==> src/rtl/core/prf_pkg.sv <==
// Package for the packet ring FIFO.
// Field widths, result codes and fill status codes; no dependencies.
package prf_pkg;

    localparam int BYTE_W = 8;
    localparam int CHAN_W = 7;
    localparam int LEN_W  = 6;
    localparam int KIND_W = 2;
    localparam int FILL_W = 2;
    localparam int OCC_W  = 4;

    localparam logic [KIND_W-1:0] KIND_COMMIT = 2'd0;
    localparam logic [KIND_W-1:0] KIND_DATA   = 2'd1;
    localparam logic [KIND_W-1:0] KIND_EMPTY  = 2'd2;

    localparam logic [FILL_W-1:0] FILL_EMPTY = 2'd0;
    localparam logic [FILL_W-1:0] FILL_INUSE = 2'd1;
    localparam logic [FILL_W-1:0] FILL_FULL  = 2'd2;

    localparam logic ACTION_WRITE = 1'b0;
    localparam logic ACTION_READ  = 1'b1;

    typedef struct packed {
        logic [KIND_W-1:0] kind;
        logic [BYTE_W-1:0] out_byte;
        logic [CHAN_W-1:0] out_channel;
        logic [LEN_W-1:0]  out_length;
        logic              end_of_packet;
        logic [FILL_W-1:0] fill_status;
        logic [OCC_W-1:0]  occupancy;
        logic              dropped;
        logic              truncated;
    } result_t;

endpackage

==> src/rtl/core/prf_ram.sv <==
// Simple dual-port synchronous RAM, one write and one registered read port.
// Used for the payload store and the slot descriptor store; no dependencies.
module prf_ram #(
    parameter int WIDTH  = 8,
    parameter int WORDS  = 512,
    parameter int ADDR_W = 9
) (
    input  logic              clk,
    input  logic              we,
    input  logic [ADDR_W-1:0] waddr,
    input  logic [WIDTH-1:0]  wdata,
    input  logic              re,
    input  logic [ADDR_W-1:0] raddr,
    output logic [WIDTH-1:0]  rdata
);

    logic [WIDTH-1:0] mem [WORDS];

    always_ff @(posedge clk)
    begin
        if (we)
        begin
            mem[waddr] <= wdata;
        end
    end

    always_ff @(posedge clk)
    begin
        if (re)
        begin
            rdata <= mem[raddr];
        end
    end

endmodule

==> src/rtl/core/packet_ring_fifo.sv <==
// Top level of the packet ring FIFO: slot pointers, assembly counter,
// read sequencer and result register. Uses prf_pkg and prf_ram.
//
// Usage:
//   Input channel item_valid/item_stall carries action, data_byte, last and
//   channel. A write item stores one byte of the packet under assembly; the
//   item marked last commits it and gives one status result. A read item
//   gives one result per stored byte of the oldest packet, or one empty
//   result when the ring holds nothing.
//   Output channel result_valid/result_stall carries the results; a write
//   item not marked last gives none. A commit or empty result is registered
//   and shown the cycle after its item. A read passes the descriptor RAM, the
//   payload RAM output stage and the result register, then gives one byte per
//   cycle while the receiver does not stall; the input stalls through a read
//   until the last byte has left the RAM output stage. Write items are taken
//   one per cycle. Reset empties the ring and clears the assembly state; the
//   stores need no clearing, since no slot is read before it is committed.
//   While the receiver stalls, the result register and the RAM output stage
//   hold; the input stalls until the result register can take a result.
module packet_ring_fifo #(
    parameter int DEPTH         = 16,
    parameter int PAYLOAD_BYTES = 32
) (
    input  logic                         clk,
    input  logic                         rst_n,
    input  logic                         item_valid,
    output logic                         item_stall,
    input  logic                         action,
    input  logic [prf_pkg::BYTE_W-1:0]   data_byte,
    input  logic                         last,
    input  logic [prf_pkg::CHAN_W-1:0]   channel,
    output logic                         result_valid,
    input  logic                         result_stall,
    output logic [prf_pkg::KIND_W-1:0]   kind,
    output logic [prf_pkg::BYTE_W-1:0]   out_byte,
    output logic [prf_pkg::CHAN_W-1:0]   out_channel,
    output logic [prf_pkg::LEN_W-1:0]    out_length,
    output logic                         end_of_packet,
    output logic [prf_pkg::FILL_W-1:0]   fill_status,
    output logic [prf_pkg::OCC_W-1:0]    occupancy,
    output logic                         dropped,
    output logic                         truncated
);

    localparam int SLOT_W  = $clog2(DEPTH);
    localparam int HELD_W  = SLOT_W + 1;
    localparam int CNT_W   = $clog2(PAYLOAD_BYTES + 1);
    localparam int WORDS   = DEPTH * PAYLOAD_BYTES;
    localparam int ADDR_W  = (WORDS > 1) ? $clog2(WORDS) : 1;
    localparam int DESC_W  = CNT_W + prf_pkg::CHAN_W;
    localparam int OCCX_W  = (HELD_W > prf_pkg::OCC_W) ? HELD_W : prf_pkg::OCC_W;
    localparam int LENX_W  = (CNT_W > prf_pkg::LEN_W) ? CNT_W : prf_pkg::LEN_W;

    localparam logic [SLOT_W-1:0] SLOT_MAX  = SLOT_W'(DEPTH - 1);
    localparam logic [HELD_W-1:0] HELD_FULL = HELD_W'(DEPTH - 1);
    localparam logic [HELD_W-1:0] HELD_WRAP = HELD_W'(DEPTH);
    localparam logic [CNT_W-1:0]  CNT_MAX   = CNT_W'(PAYLOAD_BYTES);

    typedef enum logic [1:0] {
        S_IDLE   = 2'b01,
        S_STREAM = 2'b10
    } state_t;

    state_t                state_reg, state_next;
    logic [SLOT_W-1:0]     rd_slot_reg, rd_slot_next;
    logic [SLOT_W-1:0]     wr_slot_reg, wr_slot_next;
    logic [CNT_W-1:0]      byte_cnt_reg, byte_cnt_next;
    logic                  overflow_reg, overflow_next;
    logic [SLOT_W-1:0]     cur_slot_reg, cur_slot_next;
    logic [CNT_W-1:0]      issue_cnt_reg, issue_cnt_next;
    logic                  rd_valid_reg, rd_valid_next;
    logic                  rd_last_reg, rd_last_next;
    logic [prf_pkg::FILL_W-1:0] st_fill_reg, st_fill_next;
    logic [prf_pkg::OCC_W-1:0]  st_occ_reg, st_occ_next;
    logic                  out_valid_reg, out_valid_next;
    prf_pkg::result_t      out_reg, out_next;

    logic                  accept;
    logic                  out_load;
    logic                  rd_take;
    logic                  issue;
    logic [HELD_W-1:0]     held;
    logic [HELD_W-1:0]     held_inc;
    logic [HELD_W-1:0]     held_dec;
    logic                  ring_full;
    logic                  has_room;
    logic [CNT_W-1:0]      commit_len;
    logic [SLOT_W-1:0]     wr_slot_inc;
    logic [SLOT_W-1:0]     rd_slot_inc;
    logic [OCCX_W-1:0]     occ_inc_x;
    logic [OCCX_W-1:0]     occ_dec_x;
    logic [OCCX_W-1:0]     occ_cur_x;
    logic [LENX_W-1:0]     commit_len_x;
    logic [LENX_W-1:0]     desc_len_x;

    logic                  pay_we;
    logic [ADDR_W-1:0]     pay_waddr;
    logic [ADDR_W-1:0]     pay_raddr;
    logic [prf_pkg::BYTE_W-1:0] pay_rdata;
    logic                  desc_we;
    logic                  desc_re;
    logic [DESC_W-1:0]     desc_rdata;
    logic [CNT_W-1:0]      desc_len;
    logic [prf_pkg::CHAN_W-1:0] desc_chan;

    function automatic logic [prf_pkg::FILL_W-1:0] fill_of(
        input logic [HELD_W-1:0] n,
        input logic [HELD_W-1:0] full_at
    );
        if (n == '0)
        begin
            return prf_pkg::FILL_EMPTY;
        end
        else if (n >= full_at)
        begin
            return prf_pkg::FILL_FULL;
        end
        return prf_pkg::FILL_INUSE;
    endfunction

    assign accept     = item_valid && !item_stall;
    assign item_stall = (state_reg != S_IDLE) || (out_valid_reg && result_stall);
    assign out_load   = !out_valid_reg || !result_stall;
    assign rd_take    = rd_valid_reg && out_load;
    assign issue      = (state_reg == S_STREAM) && (issue_cnt_reg != desc_len)
                        && (!rd_valid_reg || rd_take);

    assign held = ({1'b0, wr_slot_reg} + ((wr_slot_reg < rd_slot_reg) ? HELD_WRAP : '0))
                  - {1'b0, rd_slot_reg};
    assign held_inc  = held + HELD_W'(1);
    assign held_dec  = held - HELD_W'(1);
    assign ring_full = (held >= HELD_FULL);
    assign has_room  = (byte_cnt_reg < CNT_MAX);
    assign commit_len = has_room ? byte_cnt_reg + CNT_W'(1) : byte_cnt_reg;

    assign wr_slot_inc = (wr_slot_reg == SLOT_MAX) ? '0 : wr_slot_reg + SLOT_W'(1);
    assign rd_slot_inc = (rd_slot_reg == SLOT_MAX) ? '0 : rd_slot_reg + SLOT_W'(1);

    assign occ_inc_x    = OCCX_W'(held_inc);
    assign occ_dec_x    = OCCX_W'(held_dec);
    assign occ_cur_x    = OCCX_W'(held);
    assign commit_len_x = LENX_W'(commit_len);
    assign desc_len_x   = LENX_W'(desc_len);

    assign desc_len  = desc_rdata[DESC_W-1 -: CNT_W];
    assign desc_chan = desc_rdata[prf_pkg::CHAN_W-1:0];

    assign pay_we    = accept && (action == prf_pkg::ACTION_WRITE) && has_room;
    assign pay_waddr = ADDR_W'(wr_slot_reg) * ADDR_W'(PAYLOAD_BYTES) + ADDR_W'(byte_cnt_reg);
    assign pay_raddr = ADDR_W'(cur_slot_reg) * ADDR_W'(PAYLOAD_BYTES)
                       + ADDR_W'(issue_cnt_reg);
    assign desc_we   = accept && (action == prf_pkg::ACTION_WRITE) && last && !ring_full;
    assign desc_re   = accept && (action == prf_pkg::ACTION_READ) && (held != '0);

    prf_ram #(
        .WIDTH  (prf_pkg::BYTE_W),
        .WORDS  (WORDS),
        .ADDR_W (ADDR_W)
    ) u_payload (
        .clk   (clk),
        .we    (pay_we),
        .waddr (pay_waddr),
        .wdata (data_byte),
        .re    (issue),
        .raddr (pay_raddr),
        .rdata (pay_rdata)
    );

    prf_ram #(
        .WIDTH  (DESC_W),
        .WORDS  (DEPTH),
        .ADDR_W (SLOT_W)
    ) u_desc (
        .clk   (clk),
        .we    (desc_we),
        .waddr (wr_slot_reg),
        .wdata ({commit_len, channel}),
        .re    (desc_re),
        .raddr (rd_slot_reg),
        .rdata (desc_rdata)
    );

    always_comb
    begin
        state_next     = state_reg;
        rd_slot_next   = rd_slot_reg;
        wr_slot_next   = wr_slot_reg;
        byte_cnt_next  = byte_cnt_reg;
        overflow_next  = overflow_reg;
        cur_slot_next  = cur_slot_reg;
        issue_cnt_next = issue_cnt_reg;
        rd_valid_next  = rd_valid_reg;
        rd_last_next   = rd_last_reg;
        st_fill_next   = st_fill_reg;
        st_occ_next    = st_occ_reg;
        out_valid_next = out_valid_reg;
        out_next       = out_reg;

        if (out_load)
        begin
            out_valid_next = 1'b0;
        end

        unique case (state_reg)
            S_IDLE:
            begin
                if (accept && (action == prf_pkg::ACTION_WRITE))
                begin
                    if (has_room)
                    begin
                        byte_cnt_next = byte_cnt_reg + CNT_W'(1);
                    end
                    else
                    begin
                        overflow_next = 1'b1;
                    end
                    if (last)
                    begin
                        byte_cnt_next          = '0;
                        overflow_next          = 1'b0;
                        out_valid_next         = 1'b1;
                        out_next.kind          = prf_pkg::KIND_COMMIT;
                        out_next.out_byte      = '0;
                        out_next.out_channel   = channel;
                        out_next.out_length    = commit_len_x[prf_pkg::LEN_W-1:0];
                        out_next.end_of_packet = 1'b1;
                        out_next.dropped       = ring_full;
                        out_next.truncated     = overflow_reg || !has_room;
                        if (ring_full)
                        begin
                            out_next.fill_status = fill_of(held, HELD_FULL);
                            out_next.occupancy   = occ_cur_x[prf_pkg::OCC_W-1:0];
                        end
                        else
                        begin
                            wr_slot_next         = wr_slot_inc;
                            out_next.fill_status = fill_of(held_inc, HELD_FULL);
                            out_next.occupancy   = occ_inc_x[prf_pkg::OCC_W-1:0];
                        end
                    end
                end
                else if (accept)
                begin
                    if (held == '0)
                    begin
                        out_valid_next         = 1'b1;
                        out_next.kind          = prf_pkg::KIND_EMPTY;
                        out_next.out_byte      = '0;
                        out_next.out_channel   = '0;
                        out_next.out_length    = '0;
                        out_next.end_of_packet = 1'b1;
                        out_next.fill_status   = prf_pkg::FILL_EMPTY;
                        out_next.occupancy     = '0;
                        out_next.dropped       = 1'b0;
                        out_next.truncated     = 1'b0;
                    end
                    else
                    begin
                        state_next     = S_STREAM;
                        cur_slot_next  = rd_slot_reg;
                        rd_slot_next   = rd_slot_inc;
                        issue_cnt_next = '0;
                        st_fill_next   = fill_of(held_dec, HELD_FULL);
                        st_occ_next    = occ_dec_x[prf_pkg::OCC_W-1:0];
                    end
                end
            end
            S_STREAM:
            begin
                if (rd_take)
                begin
                    rd_valid_next          = 1'b0;
                    out_valid_next         = 1'b1;
                    out_next.kind          = prf_pkg::KIND_DATA;
                    out_next.out_byte      = pay_rdata;
                    out_next.out_channel   = desc_chan;
                    out_next.out_length    = desc_len_x[prf_pkg::LEN_W-1:0];
                    out_next.end_of_packet = rd_last_reg;
                    out_next.fill_status   = st_fill_reg;
                    out_next.occupancy     = st_occ_reg;
                    out_next.dropped       = 1'b0;
                    out_next.truncated     = 1'b0;
                end
                if (issue)
                begin
                    rd_valid_next  = 1'b1;
                    rd_last_next   = (issue_cnt_reg + CNT_W'(1) == desc_len);
                    issue_cnt_next = issue_cnt_reg + CNT_W'(1);
                end
                if ((issue_cnt_next == desc_len) && !rd_valid_next)
                begin
                    state_next = S_IDLE;
                end
            end
            default:
            begin
                state_next = S_IDLE;
            end
        endcase
    end

    always_ff @(posedge clk or negedge rst_n)
    begin
        if (!rst_n)
        begin
            state_reg     <= S_IDLE;
            rd_slot_reg   <= '0;
            wr_slot_reg   <= '0;
            byte_cnt_reg  <= '0;
            overflow_reg  <= 1'b0;
            issue_cnt_reg <= '0;
            rd_valid_reg  <= 1'b0;
            out_valid_reg <= 1'b0;
        end
        else
        begin
            state_reg     <= state_next;
            rd_slot_reg   <= rd_slot_next;
            wr_slot_reg   <= wr_slot_next;
            byte_cnt_reg  <= byte_cnt_next;
            overflow_reg  <= overflow_next;
            issue_cnt_reg <= issue_cnt_next;
            rd_valid_reg  <= rd_valid_next;
            out_valid_reg <= out_valid_next;
        end
    end

    always_ff @(posedge clk)
    begin
        cur_slot_reg <= cur_slot_next;
        rd_last_reg  <= rd_last_next;
        st_fill_reg  <= st_fill_next;
        st_occ_reg   <= st_occ_next;
        out_reg      <= out_next;
    end

    assign result_valid  = out_valid_reg;
    assign kind          = out_reg.kind;
    assign out_byte      = out_reg.out_byte;
    assign out_channel   = out_reg.out_channel;
    assign out_length    = out_reg.out_length;
    assign end_of_packet = out_reg.end_of_packet;
    assign fill_status   = out_reg.fill_status;
    assign occupancy     = out_reg.occupancy;
    assign dropped       = out_reg.dropped;
    assign truncated     = out_reg.truncated;

`ifndef NO_ASSERTIONS
    a_rd_stage_in_stream: assert property (@(posedge clk) disable iff (!rst_n)
        rd_valid_reg |-> (state_reg == S_STREAM))
        else $error("RAM output stage holds a byte outside a read");

    a_issue_bound: assert property (@(posedge clk) disable iff (!rst_n)
        (state_reg == S_STREAM) |-> (issue_cnt_reg <= desc_len))
        else $error("read sequencer issued past the packet length");

    a_commit_advances: assert property (@(posedge clk) disable iff (!rst_n)
        desc_we |=> (wr_slot_reg != $past(wr_slot_reg)))
        else $error("committed packet did not advance the write slot");

    a_no_pointer_overrun: assert property (@(posedge clk) disable iff (!rst_n)
        (accept && (action == prf_pkg::ACTION_WRITE) && last && ring_full)
        |=> (wr_slot_reg == $past(wr_slot_reg)))
        else $error("write slot moved on a dropped packet");
`endif

endmodule
==> config.mk <==
export PLATFORM = sky130hd
export DESIGN_NAME = packet_ring_fifo
export DESIGN_NICKNAME = d
export VERILOG_FILES = /design/src/rtl/core/prf_pkg.sv /design/src/rtl/core/prf_ram.sv /design/src/rtl/core/packet_ring_fifo.sv
export SDC_FILE = /design/constraint.sdc
export NUM_CORES = 2
export LEC_CHECK = 0
export BUFFER_PORTS_ARGS = -buffer_cell sky130_fd_sc_hd__buf_4
export CAP_MARGIN = 20
export CORE_MARGIN = 2
export CORE_UTILIZATION = 40
export DETAILED_ROUTE_END_ITERATION = 7
export PLACE_DENSITY = 0.55
export REMOVE_ABC_BUFFERS = 1
export SYNTH_ARGS = -nofsm -noshare
export SYNTH_HDL_FRONTEND = slang
export SYNTH_MEMORY_MAX_BITS = 65536
export SYNTH_SLANG_ARGS = --single-unit
==> constraint.sdc <==
create_clock -name clk -period 5.86 [get_ports clk]
set_input_delay 0.586 -clock clk [delete_from_list [all_inputs] [get_ports clk]]
set_output_delay 0.586 -clock clk [all_outputs]
set_load 0.02 [all_outputs]
# Yosys cells after proc, flatten, opt, wreduce, memory -nomap -nowiden
# Memories as Yosys holds them, arrays and structs flattened. A register that Yosys moved wholly into a read port is not among the register bits.
# Index checks and enable logic that the tools add are counted.
# Widths: inputs -> output; s select.
[op_classes]
n_bitwise = 5
n_lt_le_gt_ge = 5
n_eq_ne = 17
n_addsub = 10
n_mux = 62
n_reduce_logical = 37
[op_table]
columns = ["op", "n"]
rows = [
  ["$mux 32", 5],
  ["$pmux 32 s2", 1],
  ["$mux 6", 8],
  ["$mux 1", 32],
  ["$mux 2", 10],
  ["$add 9x6->9", 2],
  ["$reduce_and 4->1", 4],
  ["$ge 5x4->1 const B", 3],
  ["$logic_not 5->1", 3],
  ["$add 6x1->6 const B", 2],
  ["$eq 6x6->1", 2],
  ["$logic_and 1x1->1", 12],
  ["$pmux 6 s2", 1],
  ["$ne 2x2->1 const B", 5],
  ["$ne 3x3->1 const B", 3],
  ["$add 4x1->4 const B", 2],
  ["$eq 4x4->1 const B", 2],
  ["$mux 4", 2],
  ["$logic_not 1->1", 7],
  ["$lt 6x6->1 const B", 1],
  ["$ne 6x6->1", 1],
  ["$add 4x5->5", 1],
  ["$add 5x1->5 const B", 1],
  ["$mux 5", 1],
  ["16 further kinds", 25],
]
[totals]
mem_bits_rw = 4304
register_bits = 68
n_memories = 2
output_inout_bits = 34
[mem_list]
columns = ["name", "depth", "word_bits", "read_ports", "rd_ports_with_merged_regs", "wr", "line_no", "text"]
rows = [
  ["u_payload.mem", 512, 8, 1, 1, 1, "prf_ram.sv:17", "logic [WIDTH-1:0] mem [WORDS];"],
  ["u_desc.mem", 16, 13, 1, 1, 1, "prf_ram.sv:17", ""],
]

# Logic depth before layout (Yosys ltp)
[logic_depth]
ltp_word = 17
depth_mapped = 15

# Hierarchy
# From an unflattened synthesis, not the netlist that was laid out.
[unflattened]
hier_cells = 8744
hier_area_um2 = 172145.1
[by_module_without_submodules]
columns = ["mod", "cells_each", "instances", "area_per_inst_um2"]
rows = [
  ["prf_ram (u_payload)", 8030, 1, 160007.2],
  ["prf_ram (u_desc)", 355, 1, 8373.0],
  ["packet_ring_fifo", 359, 1, 3764.9],
]

# Worst setup path before layout
# OpenSTA, ideal clock, no wires.
[synth_path]
kind = "reg2reg"
startpoint = "register rd_slot_reg[1]"
endpoint = "memory u_desc.mem[3][0] (netlist name) (enable)"
synth_period_minus_slack_ns = 4.654
t_arrival_ns = 4.237
n_path_buf = 2
setup_slack_ns = 1.206
required_time_ns = 5.443
stages_incl_launch_ff = 14
cell_sequence = "dfrtp_1 -> clkbuf_1 -> clkbuf_1 -> inv_1 -> ha_1 -> nor2b_1 -> o21ai_0 -> nand2b_1 -> xor2_1 -> and3_1 -> ha_1 -> a21oi_1 -> nand3_1 -> nor4_1"
[synth_via]
elab_chain_cells = 9
[synth_rtl]
columns = ["element", "line_no", "text"]
rows = [
  ["start, declared", "packet_ring_fifo.sv:65", "logic [SLOT_W-1:0] rd_slot_reg, rd_slot_next;"],
  ["start signal, assigned", "packet_ring_fifo.sv:318", "rd_slot_reg <= rd_slot_next;"],
  ["$lt 4x4->1", "packet_ring_fifo.sv:128", "assign held = ({1'b0, wr_slot_reg} + ((wr_slot_reg < rd_slot_reg) ? HELD_WRAP : '0))"],
  ["$mux 5", "packet_ring_fifo.sv:128", ""],
  ["$add 4x5->5", "packet_ring_fifo.sv:128", ""],
  ["$sub 5x4->5 (*)", "packet_ring_fifo.sv:129", "- {1'b0, rd_slot_reg};"],
  ["$ge 5x4->1 (*)", "packet_ring_fifo.sv:132", "assign ring_full = (held >= HELD_FULL);"],
  ["$logic_not 1->1 (*)", "packet_ring_fifo.sv:152", "assign desc_we = accept && (action == prf_pkg::ACTION_WRITE) && last && !ring_full;"],
  ["$logic_and 1x1->1 (*)", "packet_ring_fifo.sv:152", ""],
  ["$mux 1 (*)", "prf_ram.sv:21", "if (we)"],
  ["$mux 1 (implied by the code) (*)", "prf_ram.sv:23", "mem[waddr] <= wdata;"],
  ["end, declared", "prf_ram.sv:17", ""],
]
# Every way passes the cells marked *; elsewhere a longest branch is shown, timed or not.

# Worst setup path in the final report
[layout_path]
startpoint = "register issue_cnt_reg[1]"
endpoint = "register u_payload.rdata[7], read port of u_payload.mem (data pin)"
[layout_via]
elab_chain_cells = 3
elab_cells_between_ends = 4
cone_classes = "1 x add/sub; 1 x eq/ne; 2 x reduce/logical"
[layout_rtl]
columns = ["element", "line_no", "text"]
rows = [
  ["start, declared", "packet_ring_fifo.sv:70", "logic [CNT_W-1:0] issue_cnt_reg, issue_cnt_next;"],
  ["start signal, assigned", "packet_ring_fifo.sv:322", "issue_cnt_reg <= issue_cnt_next;"],
  ["parallel branches: the longest is 3 deep, another holds $add 9x6->9", "--", ""],
  ["end, declared", "prf_ram.sv:14", "output logic [WIDTH-1:0] rdata"],
]
# Parallel ways; which one is timed is not known.
# A chain may end at the register's enable or synchronous reset.

==> metrics.txt <==
Worst Path Max Fanout=35; GRT Util Overall=21.6%; core area=434000 sq um; Skew-Pair Late Insertion Delay=1.00 ns; post-layout min period=4.97 ns; reg2reg setup slack=0.89 ns; slowest stage delay, CP=0.86 ns; HPWL Detailed=296 mm; DRC=0; number of synthesized flops with an enable pin=4368; Post-DRT Antenna Nets=0; largest cells by area after synthesis=edfxtp_1 75%, mux4_2 8.2%, mux2i_1 4.4%; Fin. Hold Viols=0; GPL Wtd Cong=0.834; final setup fails=0; Mean Syn Cell Area=20.2 sq um; peak supply drop=393 uV; setup TNS=0 ns; Area after DPL=181000 sq um; final worst-path cycle share=84.9%; Placed Cells=14.2k; worst min-delay path category=in2reg; synth unique cells=95; Critical Path Start=issue_cnt_reg[1]; die height=664 um; total power density per cell area=415 nW/um^2; Crit. End Element=register; FF-to-FF Start=issue_cnt_reg[1]; Finished Layout Cells=15.0k; H-tree Lvls=5; worst hold slack=0.0792 ns; PostCTS Resize Cnt=0; max reg flops=4096; final core utilization=44.9%; Vias=87.9k; switching power total=23.0 mW; clock buffer depth=4; DR WL/cell=32.4 um; via/cell ratio=5.86; Least-Margin Pin Slew=1.19 ns; cell taking the most area after synthesis=edfxtp_1; Switching Fraction=28.4%; Async SR Flop Fraction=0.569%; Flop pwr share=43.8%; Setup CP Type=reg2reg; Synthesis Warnings=0; PortBufs=54; RSZ-0062 raised after global routing=false; clock share of power=34.2%; worst hold stages=1; outcome=finished clean; Remaining Overflow, GRT=0; LEAKAGE=58.7 nW; synthesis-to-finish area growth=12.1%; # nets final=8931; Pins Over Slew Limit=0; Seq/Total Area, Yosys=75.7%; post-synthesis cell area=174000 sq um; IO Count=55; arrival time worst endpoint=5.81 ns; fmax=201 MHz; pin count of the biggest net entering global routing=158; post-CTS setup buffers=0; Clock Skew=0.0584 ns; TritonCTS Sinks=4393; Comb pwr share=22.0%; Hold Buf Count CTS=13; vias in the first global route=87.8k; reg2reg path depth=9; root buffer cell=clkbuf_16; Final Power=81.0 mW; FP Rows=242; design area=195000 sq um; Top reg by flops=u_payload.mem; initial antenna violation count=29; Synth top area share=75.4%; TritonRoute pass-1 iters=6; critical-path cell list=nand2b_4 -> buf_4 -> buf_4 -> o221ai_1 -> o22ai_1 -> o21ai_0 -> nand4_1 -> a2111oi_0 -> and4_1; Worst-path clk slew=0.06 ns; final worst slack=0.886 ns; CTS tree=yes; max_cap viols=0; Worst path slowest cell=o21ai_0; Die Area=440000 sq um; biggest registers after layout=u_payload.mem: 4096 flops, u_desc.mem: 208 flops, u_desc.rdata: 13 flops; crit path to=u_payload.rdata[7]; FF-to-FF End=u_payload.rdata[7]; initial DRC count=9854; cell with the most instances after synthesis=edfxtp_1; CTS buffer count=448; final WL=486 mm; hold_sp=data_byte[4]; internal power=58.0 mW; Syn Inst Count=8628; Place WS=0.913 ns; first-pass GRT wire length=681 mm; Die Wd=664 um; Worst EP required=6.70 ns; Startpoint Class=register; Relative slew margins=18.4%; share of layout cells above drive strength 1=18.0%; Starting Density=40.1%; Most used DFF post-synth=edfxtp_1; Critical Path Most Common Cell=buf_4; Post-synth top cells=4368 x edfxtp_1, 764 x mux2i_1, 634 x mux4_2, 609 x nor2_1, 294 x o221ai_1; Yosys reg bits=4393
==> power groups by stage <==
stage               Combinational (mW)  Sequential [mW]  Clock, mW
floorplan                         8.98             36.6          0
global placement                  17.8             36.1          0
detailed placement                17.9             36.1          0
CTS                               17.9             35.5       28.1
global route                      18.7             35.5       29.3
finish                            17.8             35.5       27.7
==> layout by cell type (no fill, tap or decap), drive strengths merged, types with 34 or more instances in the layout <==
| cell type | n |
|---|---|
| edfxtp | 4368 |
| mux4 | 769 |
| mux2i | 764 |
| nor2 | 609 |
| clkbuf | 544 |
| buf | 331 |
| o221ai | 314 |
| clkinv | 208 |
| a21oi | 203 |
| o22ai | 199 |
| nand2 | 179 |
| o21ai | 153 |
| nand3 | 53 |
| nor3 | 48 |
| inv | 41 |
| bufinv | 38 |
| and2 | 34 |
==> cell families after synthesis <==
logic type      Yosys count  share of synthesized area, %
other cells               1                       0.00216
fa+ha+maj                27                         0.198
xor+xnor                 30                         0.151
flops                  4393                          75.7
mux                    1542                          14.7
buf+inv                 571                          2.50
simple gates           1015                          2.47
compound gates         1049                          4.22
==> worst max-delay path: cells and delay by family (launching register included) <==
kind,cells,cell delay (ns)
AO/OA/AOI/OAI,4,2.12
buffers and inverters,2,0.70
flip-flops,1,0.72
AND/OR/NAND/NOR,3,1.13
==> worst min path at each step <==
stage                                       end
after floorplan                 byte_cnt_reg[0]
after global placement             rd_valid_reg
after detailed placement           rd_valid_reg
after CTS                          result_valid
after global routing      u_payload.mem[226][4]
final                     u_payload.mem[226][4]
==> final cells by class <==
class | count | area [sq um]
antenna | 23 | 57.6
clock inverter | 266 | 2400
fill | 36500 | 239000
timing repair buffer | 344 | 3520
multi-input combinational | 3664 | 38200
clock buffer | 544 | 11700
sequential | 4393 | 132000
tap | 5734 | 7170
inverter | 32 | 136
==> metal layers <==
layer / part of all wire [%] / global-route usage [%] / vias to the layer above
met5: 0.0095 / 0 / -
met4: 3.2 / 6.45 / 6
met3: 6.8 / 3.25 / 681
met2: 48 / 35.1 / 3547
met1: 42 / 30.1 / 47100
li1: - / - / 36500
Note: power is estimated with default switching activity, not from simulation.
